File: config.mk
export PLATFORM = sky130hd
export DESIGN_NAME = mbe_ctrl
export DESIGN_NICKNAME = d
export VERILOG_FILES = /design/src/mbe_pkg.sv /design/src/mbe_ctrl.sv
export SDC_FILE = /design/constraint.sdc
export NUM_CORES = 1
export LEC_CHECK = 0
export BUFFER_PORTS_ARGS = -buffer_cell sky130_fd_sc_hd__buf_2
export CAP_MARGIN = 20
export CORE_AREA = 2 2 39 41
export DETAILED_ROUTE_END_ITERATION = 10
export DIE_AREA = 0 0 41 43
export GPL_TIMING_DRIVEN = 0
export PLACE_DENSITY = 0.53
export SKIP_LAST_GASP = 1
export SLEW_MARGIN = 20
export SYNTH_ARGS = -nofsm -noshare
export SYNTH_HDL_FRONTEND = slang
export SYNTH_SLANG_ARGS = --single-unit
File: constraint.sdc
create_clock -name aclk -period 1.45 [get_ports aclk]
set_input_delay 0.145 -clock aclk [delete_from_list [all_inputs] [get_ports aclk]]
set_output_delay 0.145 -clock aclk [all_outputs]
set_load 0.01 [all_outputs]
File: src/mbe_pkg.sv
package mbe_pkg;

    // Fixed-point format and counter widths.
    localparam int FRAC_BITS   = 28;
    localparam int COUNT_WIDTH = 17;

    localparam int IN_W      = 31;
    localparam int VAL_W     = 48;
    localparam int HALF_W    = VAL_W / 2;
    localparam int PROD_W    = 2 * VAL_W;
    localparam int ESC_W     = 8;
    localparam int ITER_W    = 16;
    localparam int CNT_W     = ITER_W + 1;
    localparam int MOD_W     = 5;
    localparam int GLYPH_W   = 7;
    localparam int CFG_W     = 16;
    localparam int CFG_IDX_W = 1;
    localparam int THR_W     = ESC_W + FRAC_BITS;
    localparam int SAT_W     = 33;

    localparam int GLYPH_MOD   = 26;
    localparam int GLYPH_BASE  = 64;
    localparam int GLYPH_SPACE = 32;

    localparam logic [ESC_W-1:0]  ESC_RESET  = 8'd4;
    localparam logic [ITER_W-1:0] ITER_RESET = 16'd255;

    localparam logic [SAT_W-1:0] COUNT_MAX = (SAT_W'(1) << COUNT_WIDTH) - SAT_W'(1);
    localparam int SAT_MOD = int'(COUNT_MAX % GLYPH_MOD);

    localparam logic signed [VAL_W-1:0] VAL_MAX = {1'b0, {(VAL_W-1){1'b1}}};
    localparam logic signed [VAL_W-1:0] VAL_MIN = {1'b1, {(VAL_W-1){1'b0}}};
    localparam logic signed [VAL_W+1:0] WIDE_MAX = {3'b000, {(VAL_W-1){1'b1}}};
    localparam logic signed [VAL_W+1:0] WIDE_MIN = {3'b111, {(VAL_W-1){1'b0}}};

    typedef enum logic [CFG_IDX_W-1:0] {
        REG_ESCAPE_LIMIT    = 1'b0,
        REG_ITERATION_LIMIT = 1'b1
    } cfg_reg_t;

    typedef enum logic [3:0] {
        S_IDLE,
        S_OPER,
        S_MUL0,
        S_MUL1,
        S_MUL2,
        S_MUL3,
        S_ACC,
        S_FIN,
        S_UPD1,
        S_UPD2,
        S_DONE
    } state_t;

    typedef struct packed {
        logic       load;
        logic       oper;
        logic       mul_en;
        logic [1:0] mul_phase;
        logic       acc_en;
        logic       fin;
        logic       upd1;
        logic       upd2;
        logic       out_load;
    } dp_cmd_t;

    typedef struct packed {
        logic finished;
        logic out_free;
    } dp_status_t;

    // Clamp a widened sum to the signed 48-bit range.
    function automatic logic signed [VAL_W-1:0] sat_val(input logic signed [VAL_W+1:0] x);
        logic signed [VAL_W-1:0] r;
        if (x > WIDE_MAX) begin
            r = VAL_MAX;
        end else if (x < WIDE_MIN) begin
            r = VAL_MIN;
        end else begin
            r = x[VAL_W-1:0];
        end
        return r;
    endfunction

endpackage

File: src/mbe_ctrl.sv
module mbe_ctrl (
    input  logic                 aclk,
    input  logic                 aresetn,
    input  logic                 s_valid,
    output logic                 s_ready,
    input  mbe_pkg::dp_status_t  status,
    output mbe_pkg::dp_cmd_t     cmd
);
    import mbe_pkg::*;

    state_t state_reg, state_next;

    always_ff @(posedge aclk) begin
        if (!aresetn) begin
            state_reg <= S_IDLE;
        end else begin
            state_reg <= state_next;
        end
    end

    always_comb begin
        state_next = state_reg;
        case (state_reg)
            S_IDLE: begin
                if (s_valid) begin
                    state_next = S_OPER;
                end
            end
            S_OPER:  state_next = S_MUL0;
            S_MUL0:  state_next = S_MUL1;
            S_MUL1:  state_next = S_MUL2;
            S_MUL2:  state_next = S_MUL3;
            S_MUL3:  state_next = S_ACC;
            S_ACC:   state_next = S_FIN;
            S_FIN:   state_next = S_UPD1;
            S_UPD1:  state_next = status.finished ? S_DONE : S_UPD2;
            S_UPD2:  state_next = S_OPER;
            S_DONE: begin
                if (status.out_free) begin
                    state_next = S_IDLE;
                end
            end
            default: state_next = S_IDLE;
        endcase
    end

    always_comb begin
        cmd     = '0;
        s_ready = 1'b0;
        case (state_reg)
            S_IDLE: begin
                s_ready  = 1'b1;
                cmd.load = s_valid;
            end
            S_OPER: cmd.oper = 1'b1;
            S_MUL0: begin
                cmd.mul_en    = 1'b1;
                cmd.mul_phase = 2'd0;
            end
            S_MUL1: begin
                cmd.mul_en    = 1'b1;
                cmd.mul_phase = 2'd1;
                cmd.acc_en    = 1'b1;
            end
            S_MUL2: begin
                cmd.mul_en    = 1'b1;
                cmd.mul_phase = 2'd2;
                cmd.acc_en    = 1'b1;
            end
            S_MUL3: begin
                cmd.mul_en    = 1'b1;
                cmd.mul_phase = 2'd3;
                cmd.acc_en    = 1'b1;
            end
            S_ACC:  cmd.acc_en   = 1'b1;
            S_FIN:  cmd.fin      = 1'b1;
            S_UPD1: cmd.upd1     = 1'b1;
            S_UPD2: cmd.upd2     = 1'b1;
            S_DONE: cmd.out_load = status.out_free;
            default: ;
        endcase
    end

endmodule

== Word-level counts from Yosys, hierarchy flattened ==
Index checks and enable logic that the tools add are counted.
Widths: inputs -> output; s select.
Storage, ports and cells
  flip-flop bits (word level): 4
  bits of input ports: 5
Operators by class
  eq/ne operators: 12
  muxes and demuxes: 13
  reduce and logical (&&, ||, !) cells: 3
Operators by type and width (count)
  $pmux 4 s11: 1
  $eq 4x3->1 const B: 4
  $eq 4x4->1 const B: 3
  $pmux 3 s4: 1
  $eq 4x2->1 const B: 2
  $mux 1: 8
  $mux 4: 2
  $eq 4x1->1 const B: 1
  $logic_not 4->1: 1
  $ne 2x2->1 const B: 2
  $reduce_or 4->1: 1
  $mux 2: 1
  $reduce_and 2->1: 1

== Depth between registers and ports, before layout ==
  depth after elaboration: 3
  depth in mapped cells: 4
  gate-level depth less buffers: 3

== Worst setup path before layout ==
Ideal clock, no wire load.
  kind: reg-to-output
  start: register state_reg[3]
  end: output cmd[9] (netlist bit)
  arrival: 1087 ps
  data required time: 1305 ps
  path slack: 218 ps
  cell stages (with the launch flop): 4
  cell sequence: dfxtp_1 > or4_4 > inv_2 > and2_1
RTL lines
  start, declared: RTL line mbe_ctrl.sv:11  | state_t state_reg, state_next;
  start signal, assigned: RTL line mbe_ctrl.sv:17  | state_reg <= state_next;
  end, declared: RTL line mbe_ctrl.sv:7  | output mbe_pkg::dp_cmd_t cmd

==> results.tsv <==
metric	value	unit
status	finished with violations	
violations	setup timing	
p_per_area	1934	nW/um2
fillCellCount	163	
rows	14	
hp-class	primary input to register	
drtPass1Iterations	3	
synth.yosys.warnings	0	
p_leak	0.2289	nW
worstSetupStartpointType	register	
grt_pass1_wl	1269	um
ant_nets	0	
syn-mean-instance-area	8.008	um2
hold_buffers	0	
grt_busiest_layer	met2	
cap_violations	0	
min_to	state_reg[2]	
ioPinCount	16	
min_delay_path_depth	2	
final_common_cell	buf_2	
end_kind	output port	
grt_overflow	0	
fin_setup_tns	-0.1166	ns
final_net_count	67	
dpl.hpwl	581.7	um
period_share	105.1	%
cts-root-buf	clkbuf_4	
reg2reg_from	state_reg[1]	
clk_path_buf_depth	2	
use_met2	15.94	%
insertion_delay	0.23	ns
num_vias	350	
slew_violations	0	
r2r_cells	4	
rsz0062_at_grt	yes	
cp_max_fo	4	
cp.arrival	1.38	ns
r2r_slack	0.15	ns
wl_per_cell	10.55	um
grt_use_met1	12.22	%
clkTransAtPathRegs	0.04	ns
gp_congestion	0.6154	
tritoncts	done	
final_cell_mix	14 x buf_2, 5 x nor2_1, 4 x buf_4, 4 x clkbuf_4	
ys_seq_elements	4	
drive_above_1_share	53.33	%
area_delta_synth_final	49.61	%
port_buffers	15	
wl	802	um
fin_area	479.2	um2
r2r_end	state_reg[3]	
fmax	656.1	MHz
htreeDepth	1	
die_w	41	um
placed_area	415.4	um2
fin_skew	0.0004325	ns
start_util	23.15	%
cts_buffers	3	
gr-usage-met3	6.283	%
largest_register_ffs	4	
tightest_slew	0.2723	ns
die_height	43	um
hold_viol	0	
layout_setup_ws	-0.07423	ns
drcViolationCount	0	
via_per_inst	4.605	
track_usage	11.35	%
required	1.31	ns
critPathKind	register to output port	
period_minus_slack	1.524	ns
hold_start	aresetn	
setup_viol	2	
grt_max_degree	11	
synth.yosys.seq_area_share	25.00	%
grt_pass1_vias	303	
relSlewSlack	81.74	%
syn-num-nets	45	
core_area	1384	um2
syn-cell-area	320.3	um2
vdd_drop_max	0.0004794	V
antenna_found_initial	0	
dr.first_iter.drc_count	1	
diodes	0	
die-area	1763	um2
syn_inst	40	
clock_sinks	4	
ys_types	24	
[what timing repair did]
action,CTS,global route
resized for setup,1,8
setup buffers,1,1
gates cloned,0,0
endpoints found under the setup margin,1,4
pin swaps,2,1
[synth_stat cells]
master / number / area (um2)
nand2b_1: 2 / 12.51
and4b_1: 1 / 10.01
o32a_1: 1 / 10.01
mux2i_1: 1 / 10.01
or4_4: 1 / 11.26
nor3b_1: 2 / 15.01
a21oi_1: 1 / 5.000
dfxtp_1: 4 / 80.08
o21ai_2: 1 / 8.760
nor2_1: 5 / 18.77
nor4_1: 1 / 6.260
nor3_1: 2 / 10.01
and2_1: 3 / 18.77
buf_2: 3 / 15.01
and4_1: 1 / 8.760
inv_2: 1 / 3.750
nand2_1: 1 / 3.750
a211oi_1: 2 / 15.01
a31o_1: 1 / 8.760
nor2b_1: 1 / 6.260
buf_4: 1 / 7.510
a21bo_2: 1 / 10.01
nand3b_1: 1 / 7.510
xnor2_1: 2 / 17.52
[through the flow]
stage / hold WS [ns] / total power [mW] / utilization (%) / worst slack (ns) / instances
6_report: 0.1870 / 0.9267 / 34.63 / -0.07423 / 76
2_1_floorplan: 0.2667 / 0.5343 / - / 0.2181 / 40
5_1_grt: 0.1922 / 1.029 / 34.63 / -0.1307 / 76
3_5_place_dp: 0.4220 / 0.6756 / 30.02 / 0.1703 / 71
4_1_cts: 0.1763 / 0.8456 / 32.28 / -0.06550 / 75
3_3_place_gp: 0.4228 / 0.6717 / 30.02 / 0.1741 / 71
[routing by layer]
metal,share of wire [%],up-vias
met4,0,0
met1,45,156
met3,5.6,0
met2,50,10
met5,0,-
li1,-,184
[cell type report]
type	count	area, um2	area share (%)
inverters	1	3.754	0.7833
plain buffers	4	27.53	5.744
multi-input cells	31	220.2	45.95
repair buffers	17	102.6	21.41
flip-flops and latches	4	82.58	17.23
well taps	16	20.02	4.178
clock buffers	3	22.52	4.700
[kinds of logic after synthesis]
group                  share of synthesized area [%]
AND/OR/NAND/NOR                                40.24
AO/OA/AOI/OAI                                  17.97
buffers and inverters                          8.202
flip-flops                                     25.00
XOR/XNOR                                       5.470
multiplexers                                   3.125
[worst max path at each step]
stage,startpoint,end,slack [ns]
after CTS,state_reg[2],cmd[9],-0.07
final,state_reg[1],cmd[9],-0.07
after detailed placement,state_reg[3],cmd[9],0.17
after floorplan,state_reg[3],cmd[9],0.22
after global routing,state_reg[1],cmd[9],-0.13
after global placement,state_reg[3],cmd[9],0.17
[worst max-delay path, stage by stage (launching register included)]
cell	delay [ns]
dfxtp_2	0.32
or4_4	0.54
inv_2	0.07
and2_4	0.13
buf_6	0.09
[power breakdown]
part | internal, mW | leakage [nW] | total, mW | switching, mW
Sequential | 0.148 | 0.0337 | 0.177 | 0.0290
Clock | 0.0923 | 0.0138 | 0.134 | 0.0413
Combinational | 0.330 | 0.181 | 0.616 | 0.286
Total | 0.570 | 0.229 | 0.927 | 0.356
Power figures use the tool's default switching activity.
